==> config.mk <==
export PLATFORM = sky130hd
export DESIGN_NAME = boolean_expression_lexer
export DESIGN_NICKNAME = d
export VERILOG_FILES = /design/src/design/bel_pkg.sv /design/src/design/bel_front.sv /design/src/design/bel_queue.sv /design/src/design/bel_back.sv /design/src/design/boolean_expression_lexer.sv
export SDC_FILE = /design/constraint.sdc
export NUM_CORES = 1
export LEC_CHECK = 0
export BUFFER_PORTS_ARGS = -buffer_cell sky130_fd_sc_hd__buf_2
export CORE_MARGIN = 1.5
export CORE_UTILIZATION = 40
export CTS_BUF_LIST = sky130_fd_sc_hd__clkbuf_2
export CTS_CLUSTER_SIZE = 8
export DETAILED_ROUTE_END_ITERATION = 7
export GPL_TIMING_DRIVEN = 1
export PLACE_DENSITY = 0.6
export SLEW_MARGIN = 30
export SYNTH_ARGS = -nofsm -noshare
export SYNTH_HDL_FRONTEND = slang
export SYNTH_SLANG_ARGS = --single-unit
export TNS_END_PERCENT = 20
==> constraint.sdc <==
create_clock -name clock -period 16 [get_ports clock]
set_input_delay 1.6 -clock clock [delete_from_list [all_inputs] [get_ports clock]]
set_output_delay 1.6 -clock clock [all_outputs]
set_load 0.01 [all_outputs]
==> src/design/bel_pkg.sv <==
`timescale 1ns / 1ps
// Shared types, constants and helper functions of the boolean expression lexer.
// Depends on nothing; every other design file uses it by scoped names.
package bel_pkg;

   // Width of the internal identifier letter counter (saturating).
   localparam int LENGTH_BITS = 16;
   localparam int MAX_RESULTS = 4;

   typedef enum logic [3:0] {
      KIND_END     = 4'd0,
      KIND_LPAREN  = 4'd1,
      KIND_RPAREN  = 4'd2,
      KIND_OR      = 4'd3,
      KIND_AND     = 4'd4,
      KIND_NOT     = 4'd5,
      KIND_XOR     = 4'd6,
      KIND_IDEND   = 4'd7,
      KIND_ERROR   = 4'd8,
      KIND_IDCHAR  = 4'd9
   } kind_type;

   typedef enum logic [1:0] {
      MODE_IDLE    = 2'd0,
      MODE_KEYWORD = 2'd1,
      MODE_IDENT   = 2'd2,
      MODE_HALT    = 2'd3
   } mode_type;

   // Keyword slots, in the order of their token kinds.
   localparam logic [1:0] KW_OR  = 2'd0;
   localparam logic [1:0] KW_AND = 2'd1;
   localparam logic [1:0] KW_NOT = 2'd2;
   localparam logic [1:0] KW_XOR = 2'd3;

   localparam logic [7:0] CH_SPACE  = 8'h20;
   localparam logic [7:0] CH_CR     = 8'h0d;
   localparam logic [7:0] CH_LF     = 8'h0a;
   localparam logic [7:0] CH_TAB    = 8'h09;
   localparam logic [7:0] CH_LPAREN = 8'h28;
   localparam logic [7:0] CH_RPAREN = 8'h29;
   localparam logic [7:0] CH_LOW_A  = 8'h61;
   localparam logic [7:0] CH_LOW_D  = 8'h64;
   localparam logic [7:0] CH_LOW_N  = 8'h6e;
   localparam logic [7:0] CH_LOW_O  = 8'h6f;
   localparam logic [7:0] CH_LOW_R  = 8'h72;
   localparam logic [7:0] CH_LOW_T  = 8'h74;
   localparam logic [7:0] CH_LOW_X  = 8'h78;
   localparam logic [7:0] CH_LOW_Z  = 8'h7a;
   localparam logic [7:0] CH_UP_A   = 8'h41;
   localparam logic [7:0] CH_UP_Z   = 8'h5a;

   typedef struct packed {
      logic [7:0] char_code;
      logic       end_of_text;
   } req_type;

   typedef struct packed {
      kind_type    kind;
      logic [7:0]  ident_char;
      logic [15:0] ident_length;
      logic        last_of_run;
   } rsp_type;

   // All results caused by one request, oldest in slot 0.
   typedef struct packed {
      logic [2:0]                    count;
      rsp_type [MAX_RESULTS-1:0]     items;
   } bundle_type;

   typedef struct packed {
      logic full;
      logic empty;
   } queue_status_type;

   function automatic logic [7:0] kw_char(input logic [1:0] sel, input logic [1:0] pos);
      logic [7:0] ch;
      ch = 8'h00;
      case ({sel, pos})
         {KW_OR, 2'd0}:  ch = CH_LOW_O;
         {KW_OR, 2'd1}:  ch = CH_LOW_R;
         {KW_AND, 2'd0}: ch = CH_LOW_A;
         {KW_AND, 2'd1}: ch = CH_LOW_N;
         {KW_AND, 2'd2}: ch = CH_LOW_D;
         {KW_NOT, 2'd0}: ch = CH_LOW_N;
         {KW_NOT, 2'd1}: ch = CH_LOW_O;
         {KW_NOT, 2'd2}: ch = CH_LOW_T;
         {KW_XOR, 2'd0}: ch = CH_LOW_X;
         {KW_XOR, 2'd1}: ch = CH_LOW_O;
         {KW_XOR, 2'd2}: ch = CH_LOW_R;
         default:        ch = 8'h00;
      endcase
      return ch;
   endfunction

   function automatic logic [1:0] kw_len(input logic [1:0] sel);
      return (sel == KW_OR) ? 2'd2 : 2'd3;
   endfunction

   function automatic rsp_type make_item(input kind_type kind, input logic [7:0] ch,
                                         input logic [LENGTH_BITS-1:0] count);
      rsp_type     item;
      logic [31:0] wide;
      wide              = 32'(count);
      item.kind         = kind;
      item.ident_char   = ch;
      item.ident_length = wide[15:0];
      item.last_of_run  = 1'b0;
      return item;
   endfunction

endpackage

==> src/design/bel_front.sv <==
`timescale 1ns / 1ps
// Front end of the lexer: accepts bytes, runs the scan state and builds the
// bundle of results each request causes. Depends on bel_pkg.
module bel_front (
   input  logic                      clock,
   input  logic                      reset,
   input  logic                      req_valid,
   output logic                      req_stall,
   input  bel_pkg::req_type          req_data,
   input  bel_pkg::queue_status_type q_status,
   output logic                      push,
   output bel_pkg::bundle_type       push_bundle
);

   bel_pkg::mode_type                 mode_ff, mode_in;
   logic [1:0]                        ksel_ff, ksel_in;
   logic [1:0]                        mcnt_ff, mcnt_in;
   logic [bel_pkg::LENGTH_BITS-1:0]   icnt_ff, icnt_in;

   logic                              accept;
   logic [7:0]                        c;
   logic                              eot;
   logic                              is_letter, is_blank, is_kw_start, kw_match;
   logic                              handled;
   logic [2:0]                        n;
   bel_pkg::rsp_type [bel_pkg::MAX_RESULTS-1:0] items;
   bel_pkg::kind_type                 kw_kind;

   assign req_stall = q_status.full;
   assign accept    = req_valid && !q_status.full;
   assign c         = req_data.char_code;
   assign eot       = req_data.end_of_text;

   always_comb begin
      is_letter   = (c inside {[bel_pkg::CH_LOW_A:bel_pkg::CH_LOW_Z],
                               [bel_pkg::CH_UP_A:bel_pkg::CH_UP_Z]});
      is_blank    = (c inside {bel_pkg::CH_SPACE, bel_pkg::CH_CR, bel_pkg::CH_LF,
                               bel_pkg::CH_TAB});
      is_kw_start = (c inside {bel_pkg::CH_LOW_O, bel_pkg::CH_LOW_A, bel_pkg::CH_LOW_N,
                               bel_pkg::CH_LOW_X});
      kw_match    = (mcnt_ff < bel_pkg::kw_len(ksel_ff)) &&
                    (c == bel_pkg::kw_char(ksel_ff, mcnt_ff));
      kw_kind     = bel_pkg::kind_type'(4'(bel_pkg::KIND_OR) + {2'b00, ksel_ff});
   end

   always_comb begin
      mode_in = mode_ff;
      ksel_in = ksel_ff;
      mcnt_in = mcnt_ff;
      icnt_in = icnt_ff;
      n       = 3'd0;
      handled = 1'b0;
      items   = '0;

      if (mode_ff != bel_pkg::MODE_HALT) begin
         // A matching keyword letter needs no spill; any other byte in keyword mode
         // turns the held prefix into identifier letters first.
         if (mode_ff == bel_pkg::MODE_KEYWORD && !eot && kw_match) begin
            handled = 1'b1;
            mcnt_in = mcnt_ff + 2'd1;
            if (mcnt_in >= bel_pkg::kw_len(ksel_ff)) begin
               items[0] = bel_pkg::make_item(kw_kind, 8'h00, '0);
               n        = 3'd1;
               ksel_in  = bel_pkg::KW_OR;
               mcnt_in  = 2'd0;
               mode_in  = bel_pkg::MODE_IDLE;
            end
         end else if (mode_ff == bel_pkg::MODE_KEYWORD) begin
            icnt_in = '0;
            for (int i = 0; i < 2; i++) begin
               if (2'(i) < mcnt_ff) begin
                  icnt_in = icnt_in + bel_pkg::LENGTH_BITS'(1);
                  items[n[1:0]] = bel_pkg::make_item(bel_pkg::KIND_IDCHAR,
                                     bel_pkg::kw_char(ksel_ff, 2'(i)), '0);
                  n = n + 3'd1;
               end
            end
            ksel_in = bel_pkg::KW_OR;
            mcnt_in = 2'd0;
            mode_in = bel_pkg::MODE_IDENT;
         end

         if (!handled && eot) begin
            if (mode_in == bel_pkg::MODE_IDENT) begin
               items[n[1:0]] = bel_pkg::make_item(bel_pkg::KIND_IDEND, 8'h00, icnt_in);
               n = n + 3'd1;
            end
            items[n[1:0]] = bel_pkg::make_item(bel_pkg::KIND_END, 8'h00, '0);
            n       = n + 3'd1;
            mode_in = bel_pkg::MODE_IDLE;
            ksel_in = bel_pkg::KW_OR;
            mcnt_in = 2'd0;
            icnt_in = '0;
            handled = 1'b1;
         end

         if (!handled && mode_in == bel_pkg::MODE_IDENT) begin
            if (is_letter) begin
               if (icnt_in != '1) begin
                  icnt_in = icnt_in + bel_pkg::LENGTH_BITS'(1);
               end
               items[n[1:0]] = bel_pkg::make_item(bel_pkg::KIND_IDCHAR, c, '0);
               n       = n + 3'd1;
               handled = 1'b1;
            end else begin
               items[n[1:0]] = bel_pkg::make_item(bel_pkg::KIND_IDEND, 8'h00, icnt_in);
               n       = n + 3'd1;
               icnt_in = '0;
               mode_in = bel_pkg::MODE_IDLE;
            end
         end

         if (!handled) begin
            if (is_blank) begin
               mode_in = bel_pkg::MODE_IDLE;
            end else if (c == bel_pkg::CH_LPAREN) begin
               items[n[1:0]] = bel_pkg::make_item(bel_pkg::KIND_LPAREN, 8'h00, '0);
               n = n + 3'd1;
            end else if (c == bel_pkg::CH_RPAREN) begin
               items[n[1:0]] = bel_pkg::make_item(bel_pkg::KIND_RPAREN, 8'h00, '0);
               n = n + 3'd1;
            end else if (is_kw_start) begin
               case (c)
                  bel_pkg::CH_LOW_O: ksel_in = bel_pkg::KW_OR;
                  bel_pkg::CH_LOW_A: ksel_in = bel_pkg::KW_AND;
                  bel_pkg::CH_LOW_N: ksel_in = bel_pkg::KW_NOT;
                  default:           ksel_in = bel_pkg::KW_XOR;
               endcase
               mcnt_in = 2'd1;
               mode_in = bel_pkg::MODE_KEYWORD;
            end else if (is_letter) begin
               icnt_in = bel_pkg::LENGTH_BITS'(1);
               mode_in = bel_pkg::MODE_IDENT;
               items[n[1:0]] = bel_pkg::make_item(bel_pkg::KIND_IDCHAR, c, '0);
               n = n + 3'd1;
            end else begin
               mode_in = bel_pkg::MODE_HALT;
               items[n[1:0]] = bel_pkg::make_item(bel_pkg::KIND_ERROR, 8'h00, '0);
               n = n + 3'd1;
            end
         end

         if (n != 3'd0) begin
            items[2'(n - 3'd1)].last_of_run = 1'b1;
         end
      end
   end

   assign push              = accept && (n != 3'd0);
   assign push_bundle.count = n;
   assign push_bundle.items = items;

   always_ff @(posedge clock) begin
      if (reset) begin
         mode_ff <= bel_pkg::MODE_IDLE;
         ksel_ff <= bel_pkg::KW_OR;
         mcnt_ff <= 2'd0;
         icnt_ff <= '0;
      end else if (accept) begin
         mode_ff <= mode_in;
         ksel_ff <= ksel_in;
         mcnt_ff <= mcnt_in;
         icnt_ff <= icnt_in;
      end
   end

endmodule

==> src/design/bel_queue.sv <==
`timescale 1ns / 1ps
// Two-entry queue of result bundles between the lexer front and back ends.
// Depends on bel_pkg.
module bel_queue (
   input  logic                      clock,
   input  logic                      reset,
   input  logic                      push,
   input  bel_pkg::bundle_type       push_bundle,
   input  logic                      pop,
   output bel_pkg::bundle_type       head,
   output bel_pkg::queue_status_type q_status
);

   bel_pkg::bundle_type entry_ff [2];
   logic                wr_ptr_ff, wr_ptr_in;
   logic                rd_ptr_ff, rd_ptr_in;
   logic [1:0]          count_ff, count_in;

   assign head           = entry_ff[rd_ptr_ff];
   assign q_status.full  = (count_ff == 2'd2);
   assign q_status.empty = (count_ff == 2'd0);

   always_comb begin
      wr_ptr_in = push ? ~wr_ptr_ff : wr_ptr_ff;
      rd_ptr_in = pop ? ~rd_ptr_ff : rd_ptr_ff;
      count_in  = count_ff + {1'b0, push} - {1'b0, pop};
   end

   always_ff @(posedge clock) begin
      if (reset) begin
         wr_ptr_ff <= 1'b0;
         rd_ptr_ff <= 1'b0;
         count_ff  <= 2'd0;
      end else begin
         wr_ptr_ff <= wr_ptr_in;
         rd_ptr_ff <= rd_ptr_in;
         count_ff  <= count_in;
      end
   end

   always_ff @(posedge clock) begin
      if (push) begin
         entry_ff[wr_ptr_ff] <= push_bundle;
      end
   end

endmodule

==> src/design/bel_back.sv <==
`timescale 1ns / 1ps
// Back end of the lexer: walks the head bundle one result per cycle, while the
// output is not stalled, into the output register. Depends on bel_pkg.
module bel_back (
   input  logic                      clock,
   input  logic                      reset,
   input  bel_pkg::bundle_type       head,
   input  bel_pkg::queue_status_type q_status,
   output logic                      pop,
   output logic                      rsp_valid,
   input  logic                      rsp_stall,
   output bel_pkg::rsp_type          rsp_data
);

   logic [1:0]       idx_ff, idx_in;
   logic             out_valid_ff, out_valid_in;
   bel_pkg::rsp_type out_ff;
   logic             load;
   logic             last_slot;

   assign load      = !q_status.empty && (!out_valid_ff || !rsp_stall);
   assign last_slot = ({1'b0, idx_ff} == (head.count - 3'd1));
   assign pop       = load && last_slot;

   always_comb begin
      idx_in       = idx_ff;
      out_valid_in = out_valid_ff && rsp_stall;
      if (load) begin
         out_valid_in = 1'b1;
         idx_in       = last_slot ? 2'd0 : idx_ff + 2'd1;
      end
   end

   always_ff @(posedge clock) begin
      if (reset) begin
         idx_ff       <= 2'd0;
         out_valid_ff <= 1'b0;
      end else begin
         idx_ff       <= idx_in;
         out_valid_ff <= out_valid_in;
      end
   end

   always_ff @(posedge clock) begin
      if (load) begin
         out_ff <= head.items[idx_ff];
      end
   end

   assign rsp_valid = out_valid_ff;
   assign rsp_data  = out_ff;

endmodule

==> src/design/boolean_expression_lexer.sv <==
`timescale 1ns / 1ps
// Boolean expression lexer, top level. A request is taken every cycle while the
// two-entry bundle queue has room; its results pass through a queue entry and
// then the output register. Results leave at one per cycle while rsp_stall is low,
// and a request that causes no results puts nothing into the queue.
// Synchronous reset returns the scanner to between-tokens and empties the queue.
module boolean_expression_lexer (
   input  logic                clock,
   input  logic                reset,
   input  logic                req_valid,
   output logic                req_stall,
   input  bel_pkg::req_type    req_data,
   output logic                rsp_valid,
   input  logic                rsp_stall,
   output bel_pkg::rsp_type    rsp_data
);

   bel_pkg::queue_status_type q_status;
   bel_pkg::bundle_type       push_bundle;
   bel_pkg::bundle_type       head;
   logic                      push;
   logic                      pop;

   bel_front u_front (
      .clock       (clock),
      .reset       (reset),
      .req_valid   (req_valid),
      .req_stall   (req_stall),
      .req_data    (req_data),
      .q_status    (q_status),
      .push        (push),
      .push_bundle (push_bundle)
   );

   bel_queue u_queue (
      .clock       (clock),
      .reset       (reset),
      .push        (push),
      .push_bundle (push_bundle),
      .pop         (pop),
      .head        (head),
      .q_status    (q_status)
   );

   bel_back u_back (
      .clock     (clock),
      .reset     (reset),
      .head      (head),
      .q_status  (q_status),
      .pop       (pop),
      .rsp_valid (rsp_valid),
      .rsp_stall (rsp_stall),
      .rsp_data  (rsp_data)
   );

endmodule
# ---- Word level (Yosys, flattened, before mapping)
# Memories as Yosys holds them, arrays and structs flattened. A register that Yosys moved wholly into a read port is not among the register bits.
# Index checks and enable logic that the tools add are counted.
dict set report totals {
  reg_bits 58
  ram_bits 238
  mem_bits_ro 112
  in_bits 13
  output_inout_bits 31
  memories 2
}
# memory words width rd rd_ports_with_merged_regs write_ports line
set memory_table {}
lappend memory_table {u_queue.entry_ff 2 119 1 1 1 bel_queue.sv:14} ;# bel_pkg::bundle_type entry_ff [2];
lappend memory_table {{(name not given)} 16 7 1 1 0 bel_pkg.sv:79} ;# case ({sel, pos})
dict set report classes {
  addsub 14
  n_lt_le_gt_ge 21
  n_eq_ne 21
  mux 145
  n_bitwise 13
  n_reduce_logical 35
}
# operator count
set ops {}
lappend ops {{116-bit two-way mux} 19}
lappend ops {{116-bit bitwise mux} 6}
lappend ops {{29-bit two-way mux} 13}
lappend ops {{29-bit demux with 2-bit select} 6}
lappend ops {{112-bit bitwise AND} 3}
lappend ops {{112-bit NOT} 3}
lappend ops {{16-bit two-way mux} 18}
lappend ops {{87-bit two-way mux} 2}
lappend ops {{116-bit bitwise AND} 1}
lappend ops {{116-bit NOT} 1}
lappend ops {{2-bit two-way mux} 32}
lappend ops {{3-bit two-way mux} 21}
lappend ops {{29-bit binary-select mux with 2-bit select} 1}
lappend ops {{16-bit by 1-bit adder with 16-bit output, second input constant} 2}
lappend ops {{8-bit by 7-bit == test with 1-bit output, second input constant} 4}
lappend ops {{8-bit two-way mux} 4}
lappend ops {{8-bit case mux with 4 select lines} 1}
lappend ops {{8-bit by 4-bit == test with 1-bit output, second input constant} 3}
lappend ops {{8-bit by 6-bit == test with 1-bit output, second input constant} 3}
lappend ops {{8-bit case mux with 3 select lines} 1}
lappend ops {{2-bit by 3-bit < comparator with 1-bit output, second input constant} 7}
lappend ops {{1-bit logical AND} 18}
lappend ops {{1-bit two-way mux} 18}
lappend ops {{8-bit by 7-bit greater-or-equal comparator with 1-bit output, second input constant} 2}
lappend ops {{30 further kinds} 60}

# ---- Depth between registers and ports, before layout
dict set report logic_depth {
  word_depth 39
  ltp_mapped 28
  mapped_depth_nobuf 26
}

# ---- Modules after synthesis
# Synthesis repeated with hierarchy kept, for this count alone.
dict set report unflattened {
  hier_cells 1140
  hier_area_um2 15193.3
}
# module instances cells_per_inst area_each_um2 seq_area_each_um2
set modules_own_cells {}
lappend modules_own_cells {bel_queue 1 391 8877.3 7247.0}
lappend modules_own_cells {bel_front 1 659 4508.1 560.5}
lappend modules_own_cells {bel_back 1 90 1808.0 930.9}

# ---- Worst setup path before layout
# Ideal clock, no wire load.
dict set report synth_timing {
  path_kind {input-to-reg}
  start {input req_data[6] (netlist name)}
  end {memory u_queue.entry_ff[0][0] (netlist name) (enable)}
  t_arrival_ns 10.730
  required_ns 15.388
  setup_slack_ns 4.658
  cell_stages 20
  cell_sequence {buf_2 > and3_1 > o2111a_1 > a31oi_2 > nand2_1 > ha_1 > nor2_1 > ha_1 > nand2_1 > o21ai_0 > ha_1 > o21ai_1 > ha_1 > clkbuf_1 > nand3_1 > nor4_2 > mux2i_1 > o31a_1 > a21oi_2 > nor2b_1}
}
dict set report synth_via {
  elab_chain_cells 27
  elab_cells_between_ends 63
  classes_between {add/sub (4); order compare (4); eq/ne (13); mux (29); reduce/logical (13)}
}
# item line
set synth_rtl {}
lappend synth_rtl {{start, declared} boolean_expression_lexer.sv:12} ;# input bel_pkg::req_type req_data,
lappend synth_rtl {{8-bit == test} bel_front.sv:42} ;# (c == bel_pkg::kw_char(ksel_ff, mcnt_ff));
lappend synth_rtl {{1-bit logical AND} bel_front.sv:41} ;# kw_match = (mcnt_ff < bel_pkg::kw_len(ksel_ff)) &&
lappend synth_rtl {{1-bit logical AND} bel_front.sv:58} ;# if (mode_ff == bel_pkg::MODE_KEYWORD && !eot && kw_match) begin
lappend synth_rtl {{3-bit two-way mux / 2-bit two-way mux (equally long branches)} bel_front.sv:58}
lappend synth_rtl {{3-bit two-way mux / 2-bit two-way mux (equally long branches)} bel_front.sv:55} ;# if (mode_ff != bel_pkg::MODE_HALT) begin
lappend synth_rtl {{3-bit by 1-bit adder with 3-bit output / 2-bit == test (equally long branches)} {bel_front.sv:86, bel_front.sv:84}}
lappend synth_rtl {{3-bit two-way mux} bel_front.sv:84} ;# if (mode_in == bel_pkg::MODE_IDENT) begin
lappend synth_rtl {{3-bit two-way mux} bel_front.sv:83} ;# if (!handled && eot) begin
lappend synth_rtl {{[... 10 more ...]} --}
lappend synth_rtl {{3-bit two-way mux} bel_front.sv:116} ;# end else if (c == bel_pkg::CH_LPAREN) begin
lappend synth_rtl {{3-bit two-way mux} bel_front.sv:114} ;# if (is_blank) begin
lappend synth_rtl {{3-bit two-way mux *} bel_front.sv:113} ;# if (!handled) begin
lappend synth_rtl {{3-bit two-way mux * (2 in a row)} bel_front.sv:55}
lappend synth_rtl {{3-bit nonzero test *} bel_front.sv:149} ;# assign push = accept && (n != 3'd0);
lappend synth_rtl {{1-bit logical AND *} bel_front.sv:149}
lappend synth_rtl {{1-bit two-way mux *} bel_queue.sv:42} ;# if (push) begin
lappend synth_rtl {{1-bit two-way mux (not written as such) *} bel_queue.sv:43} ;# entry_ff[wr_ptr_ff] <= push_bundle;
lappend synth_rtl {{end, declared} bel_queue.sv:14}
# Mark *: on every way between the ends. The rest lies on a longest branch, timed or not. The select of a mux whose other input is x is not followed.

# ---- Final worst setup path
dict set report layout_timing {
  start {register u_front.ksel_ff[0]}
  end {memory u_queue.entry_ff[1][18] (netlist name) (enable)}
}
dict set report layout_via {
  elab_chain_cells 29
  elab_cells_between_ends 49
  classes_between {add/sub (4); order compare (2); eq/ne (2); mux (32); reduce/logical (9)}
}
# item line
set layout_rtl {}
lappend layout_rtl {{start, declared} bel_front.sv:16} ;# logic [1:0] ksel_ff, ksel_in;
lappend layout_rtl {{start signal, assigned} bel_front.sv:156} ;# ksel_ff <= bel_pkg::KW_OR;
lappend layout_rtl {{start signal, assigned} bel_front.sv:161} ;# ksel_ff <= ksel_in;
lappend layout_rtl {{2-bit zero test *} bel_pkg.sv:97} ;# return (sel == KW_OR) ? 2'd2 : 2'd3;
lappend layout_rtl {{1-bit two-way mux *} bel_pkg.sv:97}
lappend layout_rtl {{2-bit < comparator} bel_front.sv:41}
lappend layout_rtl {{1-bit logical AND} bel_front.sv:41}
lappend layout_rtl {{1-bit logical AND} bel_front.sv:58}
lappend layout_rtl {{3-bit two-way mux / 2-bit two-way mux (equally long branches)} bel_front.sv:58}
lappend layout_rtl {{3-bit two-way mux / 2-bit two-way mux (equally long branches)} bel_front.sv:55}
lappend layout_rtl {{3-bit by 1-bit adder with 3-bit output / 2-bit == test (equally long branches)} {bel_front.sv:86, bel_front.sv:84}}
lappend layout_rtl {{[... 12 more ...]} --}
lappend layout_rtl {{3-bit two-way mux} bel_front.sv:116}
lappend layout_rtl {{3-bit two-way mux} bel_front.sv:114}
lappend layout_rtl {{3-bit two-way mux *} bel_front.sv:113}
lappend layout_rtl {{3-bit two-way mux * (2 in a row)} bel_front.sv:55}
lappend layout_rtl {{3-bit nonzero test *} bel_front.sv:149}
lappend layout_rtl {{1-bit logical AND *} bel_front.sv:149}
lappend layout_rtl {{1-bit two-way mux *} bel_queue.sv:42}
lappend layout_rtl {{1-bit two-way mux (not written as such) *} bel_queue.sv:43}
# Marked as above.

==> out/qor.yml <==
p_sw_share_pct: 31.1
wl_per_cell_um: 19.7
setup_viol: 0
min_period_ns: 7.48
synth-seq-cells: 303
combPwrFrac_pct: 27.0
status: "completed"
path_cells: "inv_1 -> ha_1 -> inv_1 -> ha_1 -> nor2b_1 -> nor4_1 -> nand4_1 -> nand2_1 -> ha_1 -> nor2_1 -> ha_1 -> nand2_1 -> o21ai_0 -> ha_1 -> o21ai_1 -> ha_1 -> nand3_1 -> nor4_2 -> mux2i_1 -> o31a_1 -> a21oi_2 -> and2_4 -> buf_12 -> buf_4"
cts_buffers: 77
area_growth_pct: 10.1
synth_edf_count: 267
drt-initial-drc-count: 721
cts_tree: "built"
tns_ns: 0
slew_violations: 0
cts-root-buf: "clkbuf_2"
io_buffers: 43
power_density_mw_per_mm2: 142
ys_warn_count: 0
ctsResizeCount: 0
slowest_delay_ns: 0.56
power_uw: 2250
floorplan.rows: 69
dpl.hpwl_um: 21500
grt_overflow: 0
cpLargestDelayFamily: "simple AND/OR/NAND/NOR gates"
internal-power_uw: 1550
postSynthCellCount: 1066
async_flop_share_pct: 0
drt_first_pass_iters: 5
antenna_found_initial: 2
vias_per_cell: 5.52
gr-usage-all-layers_pct: 18.3
yosysSeqAreaShare_pct: 60.5
clk_latency_ns: 0.87
clk_pin_slew_ns: 0.11
cts_setup_buffers: 0
synthesis.area_mm2: 0.0144
cp.required_ns: 16.48
io-pin-count: 44
drv_cap: 0
fill_cells: 3296
cts_max_level: 3
rsz0062_at_grt: "no"
clockBufferDepth: 3
globalplace.congestion: 0.919
worst_pin_slew_ns: 0.908
postLayoutCellArea_mm2: 0.0159
drc: 0
worst_setup_path_start_kind: "register"
post-place-cells: 1537
num_vias: 9242
cp.arrival_ns: 7.95
power_switching_uw: 698
syn_area_per_cell_um2: 13.5
holdWs_ns: 0.499
regArea_mm2: 0.00874
postCtsHoldBufs: 0
grt_pass1_vias: 9225
grt_pass1_wl_um: 51800
slew_headroom_pct: 39.4
clockPowerShare_pct: 23.1
place_area_mm2: 0.0152
crit_path_max_fanout: 46
multi_input_area_mm2: 0.00541
final_layout_size_suffix_gt1_share_pct: 24.8
cts.sinks: 303
hold_violations: 0
yosys_most_used_dff: "edfxtp_1"
ant_nets: 0
cp.buffers_inverters: 4
clock_skew_ns: 0.0577
fp.dieW_um: 193
grt_start_max_net_pins: 73
core_region_area_mm2: 0.0356
cpMaxStageDelayCell: "buf_4"
die_y_um: 193
worstHoldPathType: "reg2reg"
fin_crit_sh_pct: 46.7
drt_wl_total_um: 33000
ir_drop_mv: 0.0713
worstSetupPathType: "reg2reg"
synthDistinctLibCells: 87
p_leak_uw: 0.00545
fin_nets: 1203
start_util_pct: 40.6
die-area_mm2: 0.0372
end_kind: "register"
instances_no_fill: 1673
fmax_ghz: 0.134
cp_common_cell: "ha_1"
pwr-share-seq_pct: 49.9
logic make-up (layout without fill, tap and decap cells):
logic type                 after synthesis  in the layout  share of synthesized area, %
AOI/OAI and AO/OA                      184            184                          9.28
buffers and inverters                   85            222                          2.43
xor gates and xnor gates                18             18                          1.09
other                                    1             10                        0.0260
and+or+nand+nor                        340            340                          11.4
DFF                                    303            303                          60.5
adders and majority gates               35             35                          3.03
muxes                                  100            100                          12.2
area by class of cell:
| type | instances | share of cell area (%) |
|---|---|---|
| multi-input cells | 685 | 34.0 |
| inverters | 32 | 0.756 |
| flip-flops and latches | 303 | 55.0 |
| diodes | 2 | 0.0315 |
| clock buffers | 113 | 3.56 |
| well taps | 461 | 3.63 |
| clock inverters | 21 | 0.890 |
| repair buffers | 56 | 2.07 |
cells in the mapped netlist, drive strengths merged, types with 24 or more instances:
| library cell | n | share of area [%] |
|---|---|---|
| o21ai | 37 | 1.4 |
| dfxtp | 36 | 5.0 |
| buf | 24 | 0.84 |
| a21oi | 46 | 1.6 |
| nor2 | 122 | 3.3 |
| mux4 | 58 | 9.0 |
| edfxtp | 267 | 56 |
| nand2 | 95 | 2.5 |
| nand3 | 25 | 0.87 |
| inv | 32 | 0.83 |
| clkbuf | 29 | 0.75 |
| mux2 | 32 | 2.5 |
| ha | 35 | 3.0 |
cells in the final DEF (no fill, tap or decap), types with 6 or more instances in the layout:
cell      Yosys  layout
a21oi_1      45      44
nand2_1      95      94
nor2b_1      13      12
mux2_2       31      31
ha_1         35      35
edfxtp_1    267     267
buf_2        13      43
buf_4         2      11
nor3_1       10      10
mux4_2       58      58
conb_1        1       8
and3_1       16      16
o21ai_0      30      30
xnor2_1      13      13
nand3_1      25      25
a31oi_1      18      18
and2_1       13      12
nor2_1      119     119
nand2b_1      9       9
mux2i_1      10      10
clkbuf_2      0     113
inv_1        32      32
dfxtp_1      36      33
nand4_1       7       7
a221oi_1      6       6
clkinv_1      0      14
registers in the layout, indices dropped and copies added, names as in the netlist, 2 cells and up, named ones only:
| signal | flops |
|---|---|
| u_back.idx_ff | 2 |
| u_back.rsp_data | 29 |
| u_front.icnt_ff | 16 |
| u_front.ksel_ff | 2 |
| u_front.mcnt_ff | 2 |
| u_front.mode_ff | 2 |
| u_queue.count_ff | 2 |
| u_queue.entry_ff | 238 |
worst paths after layout:
| kind | start | endpoint | slack [ns] | depth (start not counted) |
|---|---|---|---|---|
| max reg2reg | u_front.ksel_ff[0]$_SDFFE_PP0P_ | u_queue.entry_ff[1][18]$_DFFE_PP_ | 8.52 | 24 |
| min | u_front.icnt_ff[0]$_SDFFE_PP0P_ | u_front.icnt_ff[0]$_SDFFE_PP0P_ | 0.50 | 2 |
| min reg2reg | u_front.icnt_ff[0]$_SDFFE_PP0P_ | u_front.icnt_ff[0]$_SDFFE_PP0P_ | 0.50 | 2 |
| max | u_front.ksel_ff[0]$_SDFFE_PP0P_ | u_queue.entry_ff[1][18]$_DFFE_PP_ | 8.52 | 24 |
worst min-delay path, delay by kind of cell, from the launching register on:
| family | cells | cell delay (ns) |
|---|---|---|
| and+or+nand+nor | 1 | 0.06 |
| DFF | 1 | 0.34 |
| AOI/OAI and AO/OA | 1 | 0.06 |
layer usage:
layer | GRT usage [%] | vias up | share of wire (%)
met3 | 4.11 | 53 | 5.9
met5 | 0 | - | 0
li1 | - | 4309 | -
met2 | 28.4 | 295 | 46
met4 | 5.98 | 0 | 1.7
met1 | 25.6 | 4585 | 46
power groups by stage:
stage / clock (uW) / sequential, uW / combinational [uW]
floorplan: 0 / 1160 / 418
CTS: 542 / 1130 / 622
finish: 520 / 1120 / 607
detailed placement: 0 / 1140 / 618
global placement: 0 / 1140 / 616
global route: 580 / 1140 / 665
per-stage QoR:
| stage | util (%) | worst slack, ns |
|---|---|---|
| after floorplan | - | 4.66 |
| after global placement | 42.6 | 7.82 |
| after detailed placement | 42.7 | 7.64 |
| after CTS | 44.6 | 8.36 |
| after global routing | 44.7 | 7.98 |
| final | 44.7 | 8.52 |
Note: power is estimated with default switching activity, not from simulation.
